**config.mk**
```make
export PLATFORM = sky130hd
export DESIGN_NAME = vkms_store
export DESIGN_NICKNAME = d
export VERILOG_FILES = /design/src/hw/rtl/vkms_pkg.sv /design/src/hw/rtl/vkms_store.sv
export SDC_FILE = /design/constraint.sdc
export NUM_CORES = 1
export LEC_CHECK = 0
export BUFFER_PORTS_ARGS = -buffer_cell sky130_fd_sc_hd__buf_4
export CAP_MARGIN = 40
export CELL_PAD_IN_SITES_DETAIL_PLACEMENT = 0
export CELL_PAD_IN_SITES_GLOBAL_PLACEMENT = 1
export CORE_ASPECT_RATIO = 0.9
export CORE_MARGIN = 2
export CORE_UTILIZATION = 47
export DETAILED_ROUTE_END_ITERATION = 12
export PLACE_DENSITY_LB_ADDON = 0.1
export RECOVER_POWER = 50
export SETUP_SLACK_MARGIN = 0.2
export SLEW_MARGIN = 40
export SYNTH_ARGS = -nofsm -noshare
export SYNTH_HDL_FRONTEND = slang
export SYNTH_SLANG_ARGS = --single-unit
```
**constraint.sdc**
```tcl
create_clock -name clk_i -period 6.2 [get_ports clk_i]
set_input_delay 1.24 -clock clk_i [delete_from_list [all_inputs] [get_ports clk_i]]
set_output_delay 1.24 -clock clk_i [all_outputs]
set_load 0.005 [all_outputs]
```
**src/hw/rtl/vkms_pkg.sv**
```systemverilog
package vkms_pkg;

  // Default geometry
  localparam int unsigned NumColumnsDef = 8;
  localparam int unsigned NumRowsDef    = 8;
  localparam int unsigned NumKeysDef    = 61;
  localparam int unsigned MapDepthDef   = 128;

  // Field widths
  localparam int unsigned KindW  = 2;
  localparam int unsigned ColW   = 3;
  localparam int unsigned ByteW  = 8;
  localparam int unsigned NoteW  = 7;
  localparam int unsigned VelW   = 7;
  localparam int unsigned AddrW  = 7;

  // Input kinds
  localparam logic [KindW-1:0] KIND_START = 2'd0;
  localparam logic [KindW-1:0] KIND_END   = 2'd1;
  localparam logic [KindW-1:0] KIND_MAP   = 2'd2;

  // Configuration register indexes
  localparam int unsigned CfgIdxW = 1;
  localparam int unsigned CfgW    = 7;
  localparam logic [CfgIdxW-1:0] REG_MAX_VEL_TIME = 1'd0;
  localparam logic [CfgIdxW-1:0] REG_BASE_NOTE    = 1'd1;

  localparam logic [CfgW-1:0] MAX_VEL_TIME_RST = 7'd70;
  localparam logic [CfgW-1:0] BASE_NOTE_RST    = 7'd36;

  localparam logic [ByteW-1:0] ALL_SENT = 8'hFF;
  localparam logic [VelW-1:0]  VEL_MIN  = 7'd1;

  // Requests to the press-time and velocity-map stores
  typedef struct packed {
    logic             pt_we;
    logic             pt_re;
    logic [AddrW-1:0] pt_addr;
    logic [ByteW-1:0] pt_wdata;
    logic             vm_we;
    logic             vm_re;
    logic [AddrW-1:0] vm_addr;
    logic [VelW-1:0]  vm_wdata;
  } vkms_mem_req_t;

  typedef struct packed {
    logic             pt_valid;
    logic [ByteW-1:0] pt_rdata;
    logic [VelW-1:0]  vm_rdata;
  } vkms_mem_rsp_t;

  // Byte push / end-of-item flush toward the output stage
  typedef struct packed {
    logic             push;
    logic             flush;
    logic [ByteW-1:0] data;
  } vkms_push_t;

endpackage

```
**src/hw/rtl/vkms_store.sv**
```systemverilog
module vkms_store
  import vkms_pkg::*;
#(
  parameter int unsigned NUM_KEYS  = NumKeysDef,
  parameter int unsigned MAP_DEPTH = MapDepthDef
) (
  input  logic          clk_i,
  input  logic          rst_ni,
  input  vkms_mem_req_t req_i,
  output vkms_mem_rsp_t rsp_o
);

  localparam int unsigned KeyW = (NUM_KEYS > 1) ? $clog2(NUM_KEYS) : 1;
  localparam int unsigned MapW = (MAP_DEPTH > 1) ? $clog2(MAP_DEPTH) : 1;

  logic [ByteW-1:0] pt_mem [NUM_KEYS];
  logic [NUM_KEYS-1:0] pt_valid_q;
  logic [ByteW-1:0] pt_rdata_q;
  logic pt_rvalid_q;

  logic [VelW-1:0] vm_mem [MAP_DEPTH];
  logic [VelW-1:0] vm_rdata_q;

  logic [KeyW-1:0] pt_idx;
  logic [MapW-1:0] vm_idx;

  assign pt_idx = req_i.pt_addr[KeyW-1:0];
  assign vm_idx = req_i.vm_addr[MapW-1:0];

  // press time: unwritten entries read back with pt_valid low, which the sequencer takes as zero
  always_ff @(posedge clk_i) begin
    if (req_i.pt_we) begin
      pt_mem[pt_idx] <= req_i.pt_wdata;
    end
    if (req_i.pt_re) begin
      pt_rdata_q <= pt_mem[pt_idx];
    end
  end

  always_ff @(posedge clk_i or negedge rst_ni) begin
    if (!rst_ni) begin
      pt_valid_q  <= '0;
      pt_rvalid_q <= 1'b0;
    end else begin
      if (req_i.pt_we) begin
        pt_valid_q[pt_idx] <= 1'b1;
      end
      if (req_i.pt_re) begin
        pt_rvalid_q <= pt_valid_q[pt_idx];
      end
    end
  end

  always_ff @(posedge clk_i) begin
    if (req_i.vm_we) begin
      vm_mem[vm_idx] <= req_i.vm_wdata;
    end
    if (req_i.vm_re) begin
      vm_rdata_q <= vm_mem[vm_idx];
    end
  end

  assign rsp_o.pt_valid = pt_rvalid_q;
  assign rsp_o.pt_rdata = pt_rdata_q;
  assign rsp_o.vm_rdata = vm_rdata_q;

endmodule

```
==> reports/metrics.yaml, run 1 <==
outcome: "finished, violations left"
violations: "capacitance limit, slew limit"
ys_top_cells_by_area: "edfxtp_1, mux4_2, a221oi_1"
multiInputGateArea_um2: 12900
synthCells: 3372
antenna_left: 0
fin_tns_setup_ns: 0
synth_edf_count: 1399
fin_crit_sh_pct: 77.6
fp-row-count: 121
synth_area_um2: 57400
drc: 0
grt_usage_pct: 27.3
setup_viol: 0
yosys_warnings: 0
hold_class: "flop to flop"
grt_overflow: 0
cp.buffers_inverters: 2
stdcell_area_um2: 64600
die_y_um: 335
p_leak_uw: 0.0206
place_area_um2: 59800
fill_cells: 9629
layout_min_cycle_time_ns: 4.81
fin_skew_ns: 0.0160
via_per_inst: 6.44
synthArstFlopShare_pct: 4.24
ctsHoldBuffers: 0
hold_viol_final: 0
cp.required_ns: 6.58
die_w_um: 372
grt_max_degree: 83
path_cells: "clkbuf_1 -> clkbuf_2"
nets: 3496
cts_root_buf: "clkbuf_16"
htreeDepth: 4
setup_ws_ns: 1.39
cp.arrival_ns: 5.19
worst-setup-path-type: "input pin to flop"
cts_tree: "yes"
dr_total_vias: 33374
yosysSeqAreaShare_pct: 76.0
ys_ff_latch: 1461
synth_common_cells: "edfxtp_1, nor2_1, a221oi_1"
area_delta_synth_final_pct: 12.6
max_slew_margin_pct: -177
synth_area_leader_cell: "edfxtp_1"
cts.path.max_buffers: 3
synth_nets: 3407
insertion_delay_ns: 0.76
core_area_um2: 121000
post-place-ws_ns: 1.46
critPathMaxFanout: 74
synthFlopType: "edfxtp_1"
drt_iter0_drc: 4636
max_slew.worst_pin.slew_ns: 4.16
irDropWorstVdd_uv: 306
cts_setup_buffers: 0
ios: 51
startpoint_type: "input pin"
grt_pass1_wl_um: 242000
numCtsBuffers: 151
critPathTopFamily: "buffers and inverters"
clkTransAtPathRegs_ns: 0.06
regArea_um2: 43600
cap_violations: 20
slowest_delay_ns: 2.53
portBuffers: 49
slowest_stage: "clkbuf_1"
cts_sinks: 1461
p_per_area_nw_per_um2: 327
avgSynthCellArea_um2: 17.0
wl_per_cell_um: 32.8
synth.distinct_cells: 82
drive_above_1_share_pct: 17.9
start_util_pct: 47.4
finalWirelength_um: 170000
yosysMostFrequentCell: "edfxtp_1"
netlist.area_leader.share_pct: 73.2
cp-end-kind: "flop"
place_congestion: 0.884
grt_pass1_vias: 32674
slew_viol_final: 1298
antenna_found_initial: 6
rsz0062_at_grt: "no"
dr.pass1.iters: 6
die-area_um2: 125000
place.detailed.hpwl_um: 103000
max_freq_mhz: 208
postCtsResizedCells: 0
-- state kept, by name, indices dropped and copies added, names as in the netlist --
signal and flops:
pt_mem 488, pt_rdata_q 8, pt_rvalid_q 1, pt_valid_q 61, vm_mem 896, vm_rdata_q 7
-- layout by cell type, fill, tap and decap left out, types with 13 or more instances in the layout --
cell and n:
dfrtp_1 62, bufinv_16 13, buf_4 125, nor2b_1 35
or2_1 32, nor2_1 215, o21ai_0 88, mux2i_1 106
clkbuf_16 153, nand3_1 17, or2_2 31, o211ai_1 17
clkbuf_1 57, nand2_1 145, a21oi_1 127, a221o_1 17
mux2_1 27, nor2_2 61, clkinv_1 36, o22ai_1 30
a22o_1 19, mux2_2 47, clkinv_2 21, edfxtp_1 1399
o22a_1 15, a221oi_1 204, mux4_2 101, a211oi_1 23
a22oi_1 95, o21ai_1 16
-- stage by stage --
stage | std cells | util, % | hold slack [ns] | total power (uW)
2_1_floorplan | 3372 | - | 0.424 | 11900
5_1_grt | 5180 | 53.4 | 0.478 | 21700
3_3_place_gp | 4899 | 49.3 | 0.440 | 12500
4_1_cts | 5178 | 53.4 | 0.462 | 21200
6_report | 5181 | 53.4 | 0.460 | 21100
3_5_place_dp | 4905 | 49.5 | 0.445 | 12500
-- final cells by class --
type,instances,share of cell area [%]
Inverter,10,0.0601
Clock inverter,80,1.11
Antenna cell,1,0.00388
Clock buffer,193,6.18
Sequential cell,1461,67.5
Tap cell,1599,3.10
Timing Repair Buffer,175,2.15
Multi-Input combinational cell,1662,19.9
-- routing by layer --
layer | vias to the layer above | share of wire (%) | track usage (%)
li1 | 13805 | - | -
met1 | 17546 | 44 | 42.1
met2 | 1789 | 44 | 39.0
met3 | 234 | 11 | 6.89
met4 | 0 | 2.0 | 6.20
met5 | - | 0 | 0
-- worst register-to-register path, stage by stage (launching register included) --
cell,delay (ns)
edfxtp_1,0.38
mux4_2,0.47
nor2b_1,0.17
a211oi_2,0.26
a311o_1,0.37
o221ai_1,0.19
or4_1,0.61
-- power breakdown --
part | internal [uW] | total, uW | switching (uW)
Combinational | 403 | 1320 | 920
Clock | 5080 | 8770 | 3690
Sequential | 11000 | 11000 | 54.0
-- worst paths after layout --
kind / from / endpoint / slack, ns / cells after the start
setup reg to reg: pt_mem[52][5] / pt_rdata_q[5] / 3.47 / 6
hold / removal: pt_valid_q[16] / pt_valid_q[16] / 0.46 / 1
max in group asynchronous: rst_ni / pt_valid_q[22] / 1.89 / 1
min in group asynchronous: rst_ni / pt_valid_q[5] / 1.94 / 1
hold reg to reg: pt_valid_q[16] / pt_valid_q[16] / 0.46 / 1
setup / recovery: req_i[4] / vm_mem[84][4] / 1.39 / 2
-- cells by family after synthesis --
logic type,after synthesis,synth area share [%]
DFF,1461,76.0
AOI/OAI and AO/OA,747,9.52
and+or+nand+nor,633,5.07
muxes,282,7.30
buffers and inverters,249,2.16
Power figures use the tool's default switching activity.
==> run 2: changes to the inputs <==
Settings changed: ABC_AREA set to 1, CORE_UTILIZATION 47 to 46.
Clock period 6.2 ns to 3.97 ns, I/O delays scaled along.
==> run 2 against run 1 <==
  * The run ends with hold timing, capacitance limit, slew limit left
  * Non-clock buffer count grew 84
  * Clock skew increased by 0.0083 ns
  * Global-route usage shrank 3.3 points
==> reports/metrics.yaml, run 2 <==
outcome: "finished, violations left"
violations: "hold timing, capacitance limit, slew limit"
layout_min_cycle_time_ns: 3.16
max_slew.worst_pin.slew_ns: 3.28  # -0.875 ns
p_per_area_nw_per_um2: 478  # +46%
largest_register_ffs: 896  # unchanged
p_total_uw: 32400  # +53%
htreeDepth: 4  # unchanged
fin_tns_setup_ns: 0  # unchanged
crit_path_end: "vm_mem[53][1]"
path_depth: 2  # unchanged
wl_per_cell_um: 21.1  # -36%
regMostFlops: "vm_mem"
critPathMaxFanout: 60  # -19%
cp-end-kind: "flop"
setup_viol: 0  # unchanged
area_delta_synth_final_pct: 13.1
core_area_um2: 129000  # +6.7%
final_cell_mix: "nand2_1, edfxtp_1, nor2_1"
synth_common_cells: "nand2_1, edfxtp_1, nor2_1"
grt_usage_pct: 24.0  # -3.3 points
max_slew_margin_pct: -119  # +58 points
clkTransAtPathRegs_ns: 0.06  # about the same
cts_tree: "yes"
ys_top_cells_by_area: "edfxtp_1, nand2_1, dfrtp_1"
place_congestion: 0.827  # -6.5%
dr_total_vias: 38463  # +15%
yosysSeqAreaShare_pct: 72.8  # -3.1 points
ys_ff_latch: 1461  # unchanged
antenna_found_initial: 0  # -6
cp.required_ns: 4.33  # -2.25 ns
netlist.area_leader.share_pct: 70.2  # -3.0 points
postCtsResizedCells: 0  # unchanged
hold_viol_final: 7  # +7
gr-usage-met1_pct: 36.6  # -5.5 points
p_leak_uw: 0.0267  # +30%
synthFlopType: "edfxtp_1"
synth_edf_count: 1399  # unchanged
cts_sinks: 1461  # unchanged
antenna_left: 0  # unchanged
via_per_inst: 5.13  # -20%
cts.path.max_buffers: 3  # unchanged
cts_setup_buffers: 0  # unchanged
irDropWorstVdd_uv: 388  # +27%
rsz0062_at_grt: "no"
slowest_stage: "clkbuf_1"
final_common_cell: "nand2_1"
slowest_delay_ns: 1.33  # -1.20 ns
finalHoldWorstSlack_ns: -0.0175  # -0.477 ns
synth_nets: 5553  # +63%
finalWirelength_um: 158000  # -6.9%
top_regs: "vm_mem x896, pt_mem x488, pt_valid_q x61"
critPathLaunch: "req_i[1]"
synth_area_um2: 59800  # +4.3%
fin_crit_sh_pct: 79.6
startpoint_type: "input pin"
cts_root_buf: "clkbuf_16"
yosysMostFrequentCell: "nand2_1"
worst-setup-path-type: "input pin to flop"
drt_iter0_drc: 3337  # -28%
synthCells: 5518  # +64%
dr.pass1.iters: 5  # -1
synthArstFlopShare_pct: 4.24  # unchanged
avgSynthCellArea_um2: 10.8  # -36%
r2r_start: "vm_mem[58][5]"
synth.distinct_cells: 33  # -60%
r2r_setup_slack_ns: 1.84  # -1.63 ns
worstRegToRegCells: 9  # +3
portBuffers: 49  # unchanged
fin_skew_ns: 0.0244  # +0.00834 ns
yosys_warnings: 0  # unchanged
die_w_um: 384  # +3.2%
cap_violations: 15  # -25%
ctsHoldBuffers: 0  # unchanged
worstReg2RegEnd: "vm_rdata_q[5]"
numCtsBuffers: 153  # +1.3%
grt_pass1_vias: 36757  # +12%
slew_viol_final: 825  # -36%
hold_class: "input pin to asynchronous set/reset pin"
grt_max_degree: 130  # +57%
grt_use_met2_pct: 36.2  # -2.8 points
insertion_delay_ns: 0.79  # +0.03 ns
ios: 51  # unchanged
die-area_um2: 133000  # +6.5%
start_util_pct: 46.4  # -1.0 points
grt_busiest_layer: "met1"
die_y_um: 346  # +3.2%
path_cells: "clkbuf_1 -> clkbuf_2"
cp.arrival_ns: 3.52  # -1.67 ns
grt_pass1_wl_um: 237000  # -1.9%
fp-row-count: 125  # +3.3%
drive_above_1_share_pct: 8.66  # -9.2 points
met3_usage_pct: 3.41  # -3.5 points
drc: 0  # unchanged
critPathTopFamily: "buffers and inverters"
cp.buffers_inverters: 2  # unchanged
grt_overflow: 0  # unchanged
nets: 5705  # +63%
place.detailed.hpwl_um: 94400  # -8.7%
synth_area_leader_cell: "edfxtp_1"
max_freq_mhz: 316
-- run 2: cell count changes in the layout (fill, tap and decap cells not counted), sizes merged, moves of 87 or more --
cell	delta
nand2	+2792
a221oi	-207
inv	+116
mux2i	-106
mux4	-101
a21oi	-97
buf	+87
-- run 2: worst min path at each step --
stage,to,cells past startpoint,slack (ns)
5_1_grt,pt_valid_q[59],1,0.01
2_1_floorplan,pt_valid_q[58],2,0.42
3_3_place_gp,pt_valid_q[45],2,0.44
3_5_place_dp,pt_valid_q[58],2,0.44
6_report,pt_valid_q[59],1,-0.02
4_1_cts,pt_valid_q[51],1,0.1
-- run 2: area by class of cell --
type                            instances  area [um2]
Antenna cell                            1        2.50
Clock buffer                          192        4020
Clock inverter                         75         578
Fill cell                           11439       61400
Inverter                              121         469
Multi-Input combinational cell       3674       14700
Sequential cell                      1461       43600
Tap cell                             1714        2140
Timing Repair Buffer                  259        2230
-- run 2: per-layer routing --
layer,wire [um],up-vias
li1,-,18579
met1,76000,18707
met2,70300,980
met3,8580,197
met4,3310,0
met5,0,-
-- run 2: logic make-up after synthesis --
group,count (synthesis),share of synthesized area [%]
simple gates,3489,22.6
buf+inv,383,2.74
flops,1461,72.8
compound gates,185,1.82
-- run 2: report_power, final --
group | internal, uW | switching [uW]
Combinational | 506 | 1430
Clock | 7450 | 5860
Sequential | 17100 | 64.7
Total | 25000 | 7350
-- run 2: per-stage QoR --
| stage | hold slack [ns] | setup slack, ns | area [um2] | std cells | util [%] |
|---|---|---|---|---|---|
| floorplan | 0.424 | 1.39 | 59800 | 5518 | - |
| global placement | 0.439 | 0.507 | 63100 | 7223 | 48.9 |
| detailed placement | 0.445 | 0.528 | 63200 | 7228 | 49.0 |
| CTS | 0.0966 | 1.38 | 67800 | 7495 | 52.6 |
| global route | 0.0116 | 0.647 | 67700 | 7496 | 52.4 |
| finish | -0.0175 | 0.809 | 67700 | 7497 | 52.5 |
